## src/hdl/fpdf_pkg.sv

```systemverilog
// Shared types, constants and helpers for the fixed-point decimal formatter.
// No dependencies; compiled first.
package fpdf_pkg;

  localparam int VALUE_BITS     = 35;
  localparam int VALUE_DIGITS   = 11;   // decimal digits of a 35-bit magnitude
  localparam int MAX_DIGITS_DEF = 10;
  localparam int TOO_BIG_LEN    = 7;

  localparam logic [4:0] LINE_WIDTH_RST = 5'd12;

  localparam logic [7:0] CH_ZERO  = 8'h30;
  localparam logic [7:0] CH_DOT   = 8'h2E;
  localparam logic [7:0] CH_MINUS = 8'h2D;
  localparam logic [7:0] CH_NONE  = 8'h00;

  typedef enum logic [1:0] {
    BCD_HOLD,
    BCD_LOAD,
    BCD_SHIFT,
    BCD_DROP
  } bcd_cmd_t;

  // width for digit counts and positions
  function automatic int cnt_width(input int n);
    return $clog2(n + 1) + 1;
  endfunction

  function automatic logic [7:0] too_big_char(input logic [2:0] idx);
    logic [7:0] c;
    unique case (idx)
      3'd0:    c = 8'h74;
      3'd1:    c = 8'h6F;
      3'd2:    c = 8'h6F;
      3'd3:    c = 8'h20;
      3'd4:    c = 8'h62;
      3'd5:    c = 8'h69;
      3'd6:    c = 8'h67;
      default: c = CH_NONE;
    endcase
    return c;
  endfunction

endpackage

```

## src/hdl/fpdf_in_if.sv

```systemverilog
// Input channel of the decimal formatter: valid/ready plus the number to show.
// Depends on fpdf_pkg.
interface fpdf_in_if import fpdf_pkg::*; ();
  logic                         valid;
  logic                         ready;
  logic signed [VALUE_BITS-1:0] value;
  logic [3:0]                   point_position;
  logic [3:0]                   start_column;
  logic [3:0]                   suffix_length;

  modport source (output valid, value, point_position, start_column, suffix_length,
                  input ready);
  modport sink   (input valid, value, point_position, start_column, suffix_length,
                  output ready);
endinterface

```

## src/hdl/fpdf_out_if.sv

```systemverilog
// Output channel of the decimal formatter: valid/ready plus one character.
// Depends on fpdf_pkg.
interface fpdf_out_if import fpdf_pkg::*; ();
  logic       valid;
  logic       ready;
  logic [7:0] char_code;
  logic       kind;
  logic       last;

  modport source (output valid, char_code, kind, last, input ready);
  modport sink   (input valid, char_code, kind, last, output ready);
endinterface

```

## src/hdl/fpdf_bcd_unit.sv

```systemverilog
// Shared shift unit: bit-serial binary to BCD (shift/add-3), and digit drop
// (divide by ten toward zero). Depends on fpdf_pkg.
module fpdf_bcd_unit import fpdf_pkg::*; #(
  parameter int NUM_DIGITS = VALUE_DIGITS
) (
  input  logic                           clk,
  input  bcd_cmd_t                       cmd,
  input  logic signed [VALUE_BITS-1:0]   value,
  output logic [NUM_DIGITS-1:0][3:0]     digits,
  output logic [cnt_width(NUM_DIGITS)-1:0] nd,
  output logic                           is_zero
);

  localparam int CNT_W = cnt_width(NUM_DIGITS);
  localparam int SH_W  = NUM_DIGITS * 4 + VALUE_BITS;

  logic [NUM_DIGITS-1:0][3:0] bcd;
  logic [VALUE_BITS-1:0]      bin;
  logic [NUM_DIGITS-1:0][3:0] adj;
  logic [SH_W-1:0]            shifted;
  logic [VALUE_BITS-1:0]      raw;
  logic [VALUE_BITS-1:0]      mag;

  assign raw = value;
  assign mag = raw[VALUE_BITS-1] ? (~raw + 1'b1) : raw;

  always_comb begin
    for (int i = 0; i < NUM_DIGITS; i++) begin
      adj[i] = (bcd[i] >= 4'd5) ? (bcd[i] + 4'd3) : bcd[i];
    end
    shifted = {adj, bin} << 1;
  end

  always_ff @(posedge clk) begin
    unique case (cmd)
      BCD_LOAD: begin
        bcd <= '0;
        bin <= mag;
      end
      BCD_SHIFT: begin
        bcd <= shifted[SH_W-1:VALUE_BITS];
        bin <= shifted[VALUE_BITS-1:0];
      end
      BCD_DROP: begin
        bcd <= {4'd0, bcd[NUM_DIGITS-1:1]};
      end
      default: begin
        bcd <= bcd;
      end
    endcase
  end

  // count of significant digits, at least one
  always_comb begin
    nd = CNT_W'(1);
    for (int i = 1; i < NUM_DIGITS; i++) begin
      if (bcd[i] != 4'd0) nd = CNT_W'(i + 1);
    end
  end

  assign is_zero = (bcd == '0);
  assign digits  = bcd;

endmodule

```

## src/hdl/fpdf_seq.sv

```systemverilog
// Sequencer: drives the BCD unit, fits the text to the line by dropping
// fractional digits, and emits characters. Depends on fpdf_pkg, interfaces.
module fpdf_seq import fpdf_pkg::*; #(
  parameter int MAX_DIGITS = MAX_DIGITS_DEF,
  parameter int NUM_DIGITS = VALUE_DIGITS
) (
  input  logic                             clk,
  input  logic                             rst,
  input  logic [4:0]                       line_width,
  fpdf_in_if.sink                          item,
  fpdf_out_if.source                       result,
  output bcd_cmd_t                         cmd,
  input  logic [NUM_DIGITS-1:0][3:0]       digits,
  input  logic [cnt_width(NUM_DIGITS)-1:0] nd,
  input  logic                             is_zero
);

  localparam int CNT_W = cnt_width(NUM_DIGITS);
  localparam int IDX_W = $clog2(NUM_DIGITS);
  localparam int BIT_W = $clog2(VALUE_BITS);
  localparam int W_W   = $clog2(NUM_DIGITS + 18) + 1;

  typedef enum logic [2:0] {
    S_IDLE,
    S_CONV,
    S_FIT,
    S_EMIT,
    S_BIG,
    S_NONE
  } state_t;

  state_t           state;
  logic [BIT_W-1:0] bit_cnt;
  logic [CNT_W-1:0] p;
  logic [3:0]       x;
  logic [3:0]       sfx;
  logic             neg;
  logic [IDX_W-1:0] idx;
  logic             sign_pend;
  logic             dot_pend;
  logic [2:0]       big_idx;
  logic             o_valid;
  logic [7:0]       o_char;
  logic             o_kind;
  logic             o_last;

  logic                  load_ok;
  logic                  emit;
  logic [CNT_W-1:0]      total;
  logic signed [W_W-1:0] avail;
  logic signed [W_W-1:0] w;
  logic                  minus;
  logic                  fit;
  logic                  big_ok;

  assign item.ready       = (state == S_IDLE);
  assign result.valid     = o_valid;
  assign result.char_code = o_char;
  assign result.kind      = o_kind;
  assign result.last      = o_last;

  assign load_ok = !o_valid || result.ready;
  assign emit    = load_ok && (state == S_EMIT || state == S_BIG || state == S_NONE);

  always_comb begin
    minus  = neg && !is_zero;
    total  = ((p != '0) && (nd < p + CNT_W'(1))) ? (p + CNT_W'(1)) : nd;
    avail  = $signed(W_W'(line_width)) - $signed(W_W'(x));
    w      = $signed(W_W'(minus) + W_W'(total) + W_W'(p != '0) + W_W'(sfx));
    fit    = (w <= avail) && (nd <= CNT_W'(MAX_DIGITS)) && (p <= CNT_W'(MAX_DIGITS));
    big_ok = (avail >= $signed(W_W'(TOO_BIG_LEN)));
  end

  always_comb begin
    cmd = BCD_HOLD;
    if (state == S_IDLE && item.valid) begin
      cmd = BCD_LOAD;
    end else if (state == S_CONV) begin
      cmd = BCD_SHIFT;
    end else if (state == S_FIT && !fit && p != '0) begin
      cmd = BCD_DROP;
    end
  end

  always_ff @(posedge clk) begin
    if (rst) begin
      state   <= S_IDLE;
      o_valid <= 1'b0;
    end else begin
      if (o_valid && result.ready && !emit) o_valid <= 1'b0;
      unique case (state)
        S_IDLE: begin
          if (item.valid) begin
            p       <= CNT_W'(item.point_position);
            x       <= item.start_column;
            sfx     <= item.suffix_length;
            neg     <= item.value[VALUE_BITS-1];
            bit_cnt <= '0;
            state   <= S_CONV;
          end
        end
        S_CONV: begin
          bit_cnt <= bit_cnt + 1'b1;
          if (bit_cnt == BIT_W'(VALUE_BITS - 1)) state <= S_FIT;
        end
        S_FIT: begin
          if (fit) begin
            idx       <= IDX_W'(total - CNT_W'(1));
            sign_pend <= minus;
            dot_pend  <= 1'b0;
            state     <= S_EMIT;
          end else if (p != '0) begin
            p <= p - CNT_W'(1);
          end else if (big_ok) begin
            big_idx <= '0;
            state   <= S_BIG;
          end else begin
            state <= S_NONE;
          end
        end
        S_EMIT: begin
          if (load_ok) begin
            o_valid <= 1'b1;
            o_kind  <= 1'b0;
            if (sign_pend) begin
              o_char    <= CH_MINUS;
              o_last    <= 1'b0;
              sign_pend <= 1'b0;
            end else if (dot_pend) begin
              o_char   <= CH_DOT;
              o_last   <= 1'b0;
              dot_pend <= 1'b0;
            end else begin
              o_char   <= CH_ZERO + {4'd0, digits[idx]};
              dot_pend <= (p != '0) && (CNT_W'(idx) == p);
              o_last   <= (idx == '0);
              if (idx == '0) begin
                state <= S_IDLE;
              end else begin
                idx <= idx - 1'b1;
              end
            end
          end
        end
        S_BIG: begin
          if (load_ok) begin
            o_valid <= 1'b1;
            o_kind  <= 1'b0;
            o_char  <= too_big_char(big_idx);
            o_last  <= (big_idx == 3'(TOO_BIG_LEN - 1));
            if (big_idx == 3'(TOO_BIG_LEN - 1)) begin
              state <= S_IDLE;
            end else begin
              big_idx <= big_idx + 3'd1;
            end
          end
        end
        S_NONE: begin
          if (load_ok) begin
            o_valid <= 1'b1;
            o_kind  <= 1'b1;
            o_char  <= CH_NONE;
            o_last  <= 1'b1;
            state   <= S_IDLE;
          end
        end
        default: begin
          state <= S_IDLE;
        end
      endcase
    end
  end

  a_none_is_single: assert property (@(posedge clk) disable iff (rst)
    (o_valid && o_kind) |-> (o_last && o_char == CH_NONE))
    else $error("blank result must be a single zero code");

  a_accept_starts_conv: assert property (@(posedge clk) disable iff (rst)
    (item.valid && item.ready) |=> (state == S_CONV && bit_cnt == '0))
    else $error("accepted transaction did not start conversion");

  a_dot_not_last: assert property (@(posedge clk) disable iff (rst)
    (o_valid && !o_kind && o_char == CH_DOT) |-> !o_last)
    else $error("dot emitted as final character");

  a_drop_only_fraction: assert property (@(posedge clk) disable iff (rst)
    (cmd == BCD_DROP) |-> (state == S_FIT && p != '0))
    else $error("digit dropped without fractional digit");

endmodule

```

## src/hdl/fixed_point_decimal_formatter.sv

```systemverilog
// Fixed-point decimal formatter: turns a signed integer with an implied
// decimal point into ASCII characters for one text line. One transaction is
// taken while idle; the block then converts the magnitude to BCD one bit per
// cycle in a shared shift/add-3 unit (a load followed by one shift per bit),
// checks the fit, dropping one fractional digit after each failed check,
// and then sends one character per cycle while the sink is ready.
// A new transaction is accepted as soon as the last character sits in the
// output register. line_width may be written any time the block is idle.
// Depends on fpdf_pkg, fpdf_in_if, fpdf_out_if, fpdf_bcd_unit and fpdf_seq.
module fixed_point_decimal_formatter import fpdf_pkg::*; #(
  parameter int MAX_DIGITS = MAX_DIGITS_DEF
) (
  input  logic       clk,
  input  logic       rst,
  fpdf_in_if.sink    item,
  fpdf_out_if.source result,
  input  logic       wr_en,
  input  logic [4:0] wr_data
);

  localparam int NUM_DIGITS = (MAX_DIGITS + 1 > VALUE_DIGITS) ? (MAX_DIGITS + 1)
                                                              : VALUE_DIGITS;
  localparam int CNT_W      = cnt_width(NUM_DIGITS);

  logic [4:0]                 line_width;
  bcd_cmd_t                   cmd;
  logic [NUM_DIGITS-1:0][3:0] digits;
  logic [CNT_W-1:0]           nd;
  logic                       is_zero;

  always_ff @(posedge clk) begin
    if (rst) begin
      line_width <= LINE_WIDTH_RST;
    end else if (wr_en) begin
      line_width <= wr_data;
    end
  end

  fpdf_bcd_unit #(
    .NUM_DIGITS (NUM_DIGITS)
  ) u_bcd (
    .clk     (clk),
    .cmd     (cmd),
    .value   (item.value),
    .digits  (digits),
    .nd      (nd),
    .is_zero (is_zero)
  );

  fpdf_seq #(
    .MAX_DIGITS (MAX_DIGITS),
    .NUM_DIGITS (NUM_DIGITS)
  ) u_seq (
    .clk        (clk),
    .rst        (rst),
    .line_width (line_width),
    .item       (item),
    .result     (result),
    .cmd        (cmd),
    .digits     (digits),
    .nd         (nd),
    .is_zero    (is_zero)
  );

endmodule

```

## src/flat_wrapper.sv

```systemverilog
// flat-port wrapper written by rule: the top's interface ports become plain ports
module fixed_point_decimal_formatter_flat import fpdf_pkg::*;
#(
  parameter int MAX_DIGITS = MAX_DIGITS_DEF
)
  (clk, rst, wr_en, wr_data, item_valid, item_value, item_point_position, item_start_column, item_suffix_length, item_ready, result_valid, result_char_code, result_kind, result_last, result_ready);
  fpdf_in_if item_i ();
  fpdf_out_if result_i ();
  input  logic clk;
  input  logic rst;
  input  logic wr_en;
  input  logic [4:0] wr_data;
  input wire logic [$bits(item_i.valid)-1:0] item_valid;
  input wire logic [$bits(item_i.value)-1:0] item_value;
  input wire logic [$bits(item_i.point_position)-1:0] item_point_position;
  input wire logic [$bits(item_i.start_column)-1:0] item_start_column;
  input wire logic [$bits(item_i.suffix_length)-1:0] item_suffix_length;
  output wire logic [$bits(item_i.ready)-1:0] item_ready;
  output wire logic [$bits(result_i.valid)-1:0] result_valid;
  output wire logic [$bits(result_i.char_code)-1:0] result_char_code;
  output wire logic [$bits(result_i.kind)-1:0] result_kind;
  output wire logic [$bits(result_i.last)-1:0] result_last;
  input wire logic [$bits(result_i.ready)-1:0] result_ready;
  assign item_i.valid = item_valid;
  assign item_i.value = item_value;
  assign item_i.point_position = item_point_position;
  assign item_i.start_column = item_start_column;
  assign item_i.suffix_length = item_suffix_length;
  assign item_ready = item_i.ready;
  assign result_valid = result_i.valid;
  assign result_char_code = result_i.char_code;
  assign result_kind = result_i.kind;
  assign result_last = result_i.last;
  assign result_i.ready = result_ready;
  fixed_point_decimal_formatter #(.MAX_DIGITS(MAX_DIGITS)) u_core (.clk(clk), .rst(rst), .item(item_i), .result(result_i), .wr_en(wr_en), .wr_data(wr_data));
endmodule
```

## config.mk

```make
export PLATFORM = sky130hd
export DESIGN_NAME = fixed_point_decimal_formatter_flat
export DESIGN_NICKNAME = d
export VERILOG_FILES = /design/src/hdl/fpdf_pkg.sv /design/src/hdl/fpdf_in_if.sv /design/src/hdl/fpdf_out_if.sv /design/src/hdl/fpdf_bcd_unit.sv /design/src/hdl/fpdf_seq.sv /design/src/hdl/fixed_point_decimal_formatter.sv /design/src/flat_wrapper.sv
export SDC_FILE = /design/constraint.sdc
export NUM_CORES = 1
export LEC_CHECK = 0
export CAP_MARGIN = 15
export CORE_UTILIZATION = 53
export CTS_CLUSTER_DIAMETER = 60
export DETAILED_ROUTE_END_ITERATION = 6
export DONT_BUFFER_PORTS = 1
export GPL_TIMING_DRIVEN = 0
export PLACE_DENSITY = 0.68
export SYNTH_ARGS = -nofsm -noshare
export SYNTH_HDL_FRONTEND = slang
export SYNTH_SLANG_ARGS = --single-unit
export TNS_END_PERCENT = 1
```

## constraint.sdc

```tcl
create_clock -name clk -period 11.27 [get_ports clk]
set_clock_uncertainty 0.2 [all_clocks]
set_input_delay 1.6905 -clock clk [delete_from_list [all_inputs] [get_ports clk]]
set_output_delay 1.6905 -clock clk [all_outputs]
set_load 0.01 [all_outputs]
```

==> flow_summary_export.csv, run 1 <==
group,metric,value,unit
outcome,outcome,"completed",
worst_setup_path,startpoint_type,"flop",
global_routing,grt_usage,0.245,
min_path,holdPathStages,2,
logic_synthesis,synth_cells,881,
routing,drc,0,
pwr,leakagePower,3.53,nW
floorplan,die_h,129,um
routing,via_per_inst,5.83,
cts,hold_buffers,0,
worst_setup_path,worstRegToRegCells,27,
logic_synthesis,yosys_warnings,0,
pwr,powerDensity,273,nW/um^2
finish,fin_nets,1022,
cts,clk_latency,0.43,ns
logic_synthesis,async_flop_share,0,
global_routing,overflow,0,
global_routing,grt_pass1_wl,31400,um
sta,slew_viol_final,0,
cts,cts_setup_buffers,0,
finish,instances_no_fill,1133,
worst_setup_path,r2r_slack,3.59,ns
worst_setup_path,crit_path_max_fanout,28,
sta,tightest_slew,0.887,ns
logic_synthesis,syn_area,8540,sq um
global_routing,grt_pass1_vias,6278,
logic_synthesis,synth_xor_area_frac,0.0728,
logic_synthesis,seq_area_frac_synth,0.433,
placed_design,io_buffers,0,
logic_synthesis,synth-compound-area-share,0.166,
logic_synthesis,yosysMostFrequentCell,"nand2_1",
cts,clock_path_buffers,2,
sta,final_hold_viol_count,0,
min_path,min_to,"u_core.line_width[0]",
logic_synthesis,synth_top_family_by_area,"compound AO/OA/AOI/OAI gates",
cts,h-tree-depth,4,
floorplan,io_pins,69,
cts,clk_pin_slew_worst_paths,0.06,ns
placed_design,gp_congestion,0.885,
worst_setup_path,criticalPathCategory,"reg -> reg",
routing,drt_pass1_iterations,5,
floorplan,num_rows,46,
routing,drtIter0Drc,491,
sta,slew_headroom,0.406,
logic_synthesis,synth_edf_count,117,
worst_setup_path,crit_required,11.19,ns
sta,post-route-min-period,7.68,ns
finish,nFillCells,1368,
floorplan,core,15800,sq um
finish,drive_gt1_frac,0.0676,
placed_design,place_inst,1100,
cts,numCtsBuffers,17,
min_path,hold_class,"reg -> reg",
global_routing,antenna_found_initial,0,
routing,routedWlPerCell,16.9,um
logic_synthesis,synth_area_leader_cell,"edfxtp_1",
floorplan,initial_core_util,0.540,
global_routing,grt_max_degree,29,
logic_synthesis,synth.distinct_cells,63,
sta,rsz0062_at_grt,"false",
cts,cts_resized,0,
worst_setup_path,crit_path_end_kind,"flop",
logic_synthesis,synthMuxAreaShare,0.0377,
job,cap_violations,0,
logic_synthesis,synthFlopType,"edfxtp_1",
sta,fmax,130,MHz
sta,setup_viol_count_final,0,
routing,vias,6607,
finish,syn_to_final_growth,11.3,%
logic_synthesis,synth_nets,999,
sta,final.period_utilization,0.682,
cts,cts_tree,"yes",
finish,antennaDiodeCount,0,
logic_synthesis,synthSimpleGateAreaFrac,0.157,
logic_synthesis,ys_ff_latch,126,
placed_design,dp_hpwl,13800,um
worst_setup_path,r2r-start,"u_core.u_bcd.digits[16]",
logic_synthesis,synthTopCellsByCount,"118 x nand2_1, 117 x edfxtp_1, 96 x o21ai_0",
logic_synthesis,synthTopCellsByArea,"edfxtp_1 41%, ha_1 8.5%, o21ai_0 5.6%, nand2_1 5.2%, xor2_1 4.4%",
worst_setup_path,cp.arrival,7.60,ns
sta,tns,0,ns
min_path,hold_path_startpoint,"u_core.line_width[0]",
pwr,vdd_ir_drop_max,0.130,mV
logic_synthesis,synthAdderAreaFrac,0.0920,
cts,numClockSinks,126,
logic_synthesis,synth.top_cell.area_share,0.411,
routing,ant_nets,0,
cts,root_buffer,"clkbuf_16",
floorplan,die_x,129,um
routing,wirelength,19100,um
floorplan,die-area,16600,sq um
logic_synthesis,syn_area_per_cell,9.69,sq um
worst_setup_path,r2r_end,"u_core.u_bcd.digits[23]",
power breakdown:
part | leakage, nW | total [W] | internal (W) | switching [W]
registers | 1.22 | 0.000945 | 0.000781 | 0.000165
logic | 2.00 | 0.00105 | 0.000430 | 0.000622
clock network | 0.306 | 0.000603 | 0.000374 | 0.000228
kinds of logic (layout without fill, tap and decap cells):
| group | count (synthesis) | in the layout |
|---|---|---|
| muxes | 22 | 22 |
| AOI/OAI and AO/OA | 234 | 234 |
| buffers and inverters | 93 | 129 |
| xor gates and xnor gates | 71 | 71 |
| adders and majority gates | 61 | 61 |
| and+or+nand+nor | 273 | 273 |
| DFF | 126 | 126 |
| other | 1 | 1 |
worst max-delay path, stage by stage (launching register included):
cell and delay (ns):
edfxtp_1 0.46, inv_1 0.13, ha_1 0.23, or3b_2 0.51
nor4b_1 0.46, nand3_1 0.17, nand2b_1 0.16, inv_1 0.05
ha_1 0.33, a21o_1 0.17, a21oi_1 0.13, o21ai_0 0.14
or3b_2 0.56, mux2_2 0.33, ha_1 0.31, ha_1 0.30
a21o_1 0.17, a21oi_1 0.21, nor2b_1 0.07, o21ai_0 0.16
nand2b_1 0.08, ha_1 0.29, o21ai_0 0.07, a21oi_1 0.23
o21a_1 0.14, clkbuf_1 0.43, nand2b_2 0.56, buf_12 0.26
per-stage QoR:
stage | setup WS [ns] | area (sq um) | hold WS (ns) | util | power (W)
floorplan | 4.03 | 8540 | 0.260 | - | 0.00170
global placement | 2.67 | 8810 | 0.287 | 0.557 | 0.00196
detailed placement | 3.64 | 8870 | 0.297 | 0.560 | 0.00200
CTS | 3.61 | 9500 | 0.311 | 0.600 | 0.00261
global route | 3.10 | 9510 | 0.324 | 0.601 | 0.00280
finish | 3.59 | 9510 | 0.303 | 0.601 | 0.00260
flip-flops by register name (all words and copies together), names as in the netlist:
register                       flops
u_core.line_width                  5
u_core.u_bcd.bin                  35
u_core.u_bcd.digits               44
u_core.u_seq.big_idx               3
u_core.u_seq.bit_cnt               6
u_core.u_seq.dot_pend              1
u_core.u_seq.idx                   4
u_core.u_seq.neg                   1
u_core.u_seq.p                     5
u_core.u_seq.result.char_code      7
u_core.u_seq.result.kind           1
u_core.u_seq.result.last           1
u_core.u_seq.result.valid          1
u_core.u_seq.sfx                   4
u_core.u_seq.sign_pend             1
u_core.u_seq.state                 3
u_core.u_seq.x                     4
final cells by class:
class                           instances  area, sq um  area share
Clock inverter                         15          210      0.0221
Buffer                                 38          146      0.0154
Sequential cell                       126         3690       0.388
Tap cell                              216          270      0.0284
Inverter                               55          206      0.0217
Multi-Input combinational cell        662         4500       0.473
Timing Repair Buffer                    4         60.1     0.00632
Clock buffer                           17          425      0.0447
layer usage:
layer / part of all wire / GRT usage
met1: 0.45 / 0.317
met2: 0.49 / 0.412
met5: 0 / 0
met4: 0.013 / 0.0858
met3: 0.049 / 0.0445
cell usage in the layout (no fill, tap or decap), drive strengths merged, types with 12 or more instances in the layout:
cell and instances:
o31ai 20, mux2i 13, inv 60, ha 58, edfxtp 117, xnor2 28
nand2 118, nand2b 20, nor2 51, clkbuf 51, nor3b 14, a21oi 57
or3 12, o21ai 101, xor2 43
worst max-delay path by stage:
stage                             from                      end  cells past startpoint
2_1_floorplan  u_core.u_bcd.digits[32]   u_core.u_bcd.digits[0]                     26
3_3_place_gp   u_core.u_bcd.digits[16]  u_core.u_bcd.digits[22]                     26
3_5_place_dp   u_core.u_bcd.digits[16]  u_core.u_bcd.digits[23]                     27
4_1_cts        u_core.u_bcd.digits[16]   u_core.u_bcd.digits[5]                     27
5_1_grt        u_core.u_bcd.digits[16]  u_core.u_bcd.digits[18]                     27
6_report       u_core.u_bcd.digits[16]  u_core.u_bcd.digits[23]                     27
(Power assumes the default switching activity.)
==> run 2, diff against run 1 <==
--- a/config.mk
+++ b/config.mk
@@ -5,6 +5,7 @@
 export SDC_FILE = /design/constraint.sdc
 export NUM_CORES = 1
 export LEC_CHECK = 0
+export ABC_AREA = 1
 export CAP_MARGIN = 15
 export CORE_UTILIZATION = 53
 export CTS_CLUSTER_DIAMETER = 60
==> constraint.sdc (replaced) <==
create_clock -name clk -period 7.24 [get_ports clk]
set_clock_uncertainty 0.2 [all_clocks]
set_input_delay 1.086 -clock clk [delete_from_list [all_inputs] [get_ports clk]]
set_output_delay 1.086 -clock clk [all_outputs]
set_load 0.01 [all_outputs]
==> flow_summary_export.csv, run 2 <==
group,metric,value,unit
outcome,outcome,"completed",
global_routing,overflow,0,
min_path,min_to,"u_core.line_width[2]",
finish,fin_nets,1175,
logic_synthesis,syn_area,8680,sq um
cts,cts_tree,"yes",
floorplan,die-area,16900,sq um
sta,fmax,152,MHz
pwr,leakagePower,3.96,nW
routing,drtIter0Drc,535,
routing,vias,7274,
logic_synthesis,yosys_warnings,0,
finish,instances_no_fill,1286,
logic_synthesis,seq_area_frac_synth,0.426,
logic_synthesis,synthFlopType,"edfxtp_1",
routing,wirelength,20900,um
pwr,powerDensity,441,nW/um^2
cts,hold_buffers,0,
worst_setup_path,criticalPathCategory,"reg -> reg",
min_path,hold_class,"reg -> reg",
logic_synthesis,synth_area_leader_cell,"edfxtp_1",
logic_synthesis,yosysMostFrequentCell,"nand2_1",
finish,final_common_cell,"nand2_1",
routing,ant_nets,0,
sta,slew_viol_final,0,
worst_setup_path,cp.arrival,6.54,ns
sta,tightest_slew,1.06,ns
cts,root_buffer,"clkbuf_16",
sta,rsz0062_at_grt,"false",
worst_setup_path,worstRegToRegCells,31,
sta,final_hold_viol_count,0,
logic_synthesis,synthTopCellsByArea,"edfxtp_1 40%, ha_1 8.4%, nand2_1 7.7%, o21ai_0 6.2%, inv_1 6.0%",
worst_setup_path,cpPeakStageDelay,0.47,ns
worst_setup_path,r2r-start,"u_core.u_bcd.digits[24]",
sta,final.period_utilization,0.908,
cts,numCtsBuffers,17,
min_path,hold_path_startpoint,"u_core.line_width[2]",
worst_setup_path,crit_required,7.21,ns
finish,final_cell_mix,"178 x nand2_1, 138 x inv_1, 117 x edfxtp_1",
placed_design,gp_congestion,0.861,
routing,drc,0,
finish,largest_reg_flops,44,
logic_synthesis,synth.top_cell.area_share,0.405,
floorplan,die_x,130,um
floorplan,core,15900,sq um
sta,post-route-min-period,6.58,ns
worst_setup_path,startpoint_type,"flop",
finish,antennaDiodeCount,0,
sta,slew_headroom,0.291,
logic_synthesis,synth_cells,1035,
cts,clk_latency,0.42,ns
routing,routedWlPerCell,16.3,um
min_path,holdPathStages,2,
global_routing,antenna_found_initial,1,
placed_design,io_buffers,0,
logic_synthesis,ys_ff_latch,126,
worst_setup_path,crit_path_max_fanout,32,
worst_setup_path,cp_top_family,"simple AND/OR/NAND/NOR gates",
finish,syn_to_final_growth,11.0,%
logic_synthesis,synthTopCellsByCount,"178 x nand2_1, 138 x inv_1, 117 x edfxtp_1",
sta,setup_viol_count_final,0,
floorplan,num_rows,46,
global_routing,grt_usage,0.259,
global_routing,grt_pass1_vias,6608,
worst_setup_path,crit_path_end_kind,"flop",
cts,clock_path_buffers,2,
pwr,vdd_ir_drop_max,0.296,mV
worst_setup_path,r2r_end,"u_core.u_bcd.digits[29]",
sta,tns,0,ns
cts,cts_setup_buffers,0,
worst_setup_path,crit_top_cell,"nand2_1",
worst_setup_path,cpMaxStageDelayCell,"edfxtp_1",
job,cap_violations,0,
worst_setup_path,r2r_slack,0.66,ns
cts,h-tree-depth,4,
floorplan,initial_core_util,0.544,
logic_synthesis,synth_nets,1153,
global_routing,grt_pass1_wl,33300,um
finish,drive_gt1_frac,0.0757,
finish,nFillCells,1449,
logic_synthesis,synth_edf_count,117,
logic_synthesis,synth.distinct_cells,52,
cts,clk_pin_slew_worst_paths,0.06,ns
worst_setup_path,path_buf_inv,5,
floorplan,die_h,130,um
routing,via_per_inst,5.66,
logic_synthesis,syn_area_per_cell,8.38,sq um
placed_design,dp_hpwl,15400,um
logic_synthesis,async_flop_share,0,
sta,whs,0.272,ns
cts,numClockSinks,126,
cts,cts_resized,0,
routing,drt_pass1_iterations,7,
global_routing,grt_max_degree,33,
floorplan,io_pins,69,
placed_design,place_inst,1254,
[run 2: cell count changes after synthesis, moves of 13 or more]
cell      before  now
inv_1         55  138
mux2i_1       13    0
nand2_1      118  178
nand2b_1      20    0
nand3_1       11   49
nor2_1        51   94
nor3b_1       14    0
o31ai_1       19    3
[run 2: how the worst max path moves through the flow]
stage	from	end	depth (start not counted)
6_report	u_core.u_bcd.digits[24]	u_core.u_bcd.digits[29]	31
5_1_grt	u_core.u_bcd.digits[12]	u_core.u_bcd.digits[31]	31
4_1_cts	u_core.u_bcd.digits[12]	u_core.u_bcd.digits[18]	31
3_5_place_dp	u_core.u_bcd.digits[12]	u_core.u_bcd.digits[14]	31
3_3_place_gp	u_core.u_bcd.digits[12]	u_core.u_bcd.digits[14]	30
2_1_floorplan	u_core.u_bcd.digits[32]	u_core.u_bcd.digits[0]	30
[run 2: logic make-up after synthesis]
| logic type | count (synthesis) | synth area share |
|---|---|---|
| compound gates | 249 | 0.166 |
| buf+inv | 176 | 0.0770 |
| simple gates | 374 | 0.192 |
| other cells | 1 | 0.000432 |
| fa+ha+maj | 61 | 0.0905 |
| xor+xnor | 48 | 0.0484 |
| flops | 126 | 0.426 |
[run 2: worst register-to-register path: cells and delay by family (launching register included)]
kind                       cells  cell delay (ns)
buffers and inverters          5             0.86
and+or+nand+nor               12             1.80
DFF                            1             0.47
AOI/OAI and AO/OA              7             1.15
adders and majority gates      6             1.68
xor gates and xnor gates       1             0.15
[run 2: cell type report]
class	instances	area [sq um]	share of cell area
sequential	126	3690	0.384
tap	216	270	0.0281
timing repair buffer	3	51.3	0.00533
inverter	147	552	0.0573
clock buffer	17	425	0.0442
buffer	29	120	0.0125
clock inverter	15	189	0.0196
multi-input combinational	733	4330	0.450
[run 2: per-stage QoR]
step / utilization / cell area [sq um] / setup WS [ns] / total power [W]
5_1_grt: 0.604 / 9630 / 0.0384 / 0.00460
6_report: 0.604 / 9630 / 0.663 / 0.00424
3_5_place_dp: 0.565 / 9000 / 0.158 / 0.00335
3_3_place_gp: 0.561 / 8950 / -1.34 / 0.00328
4_1_cts: 0.603 / 9620 / 0.0828 / 0.00424
2_1_floorplan: - / 8680 / 0.570 / 0.00280
[run 2: where the power goes]
group / switching [W] / internal [W]
Sequential: 0.000178 / 0.00124
Clock: 0.000336 / 0.000545
Combinational: 0.00129 / 0.000647
[run 2: metal layers]
| layer | track usage | vias up | wire length, um |
|---|---|---|---|
| met5 | 0 | - | 11 |
| met4 | 0.0978 | 2 | 474 |
| met3 | 0.0525 | 39 | 1550 |
| met2 | 0.410 | 288 | 9610 |
| met1 | 0.351 | 3348 | 9300 |
| li1 | - | 3597 | - |
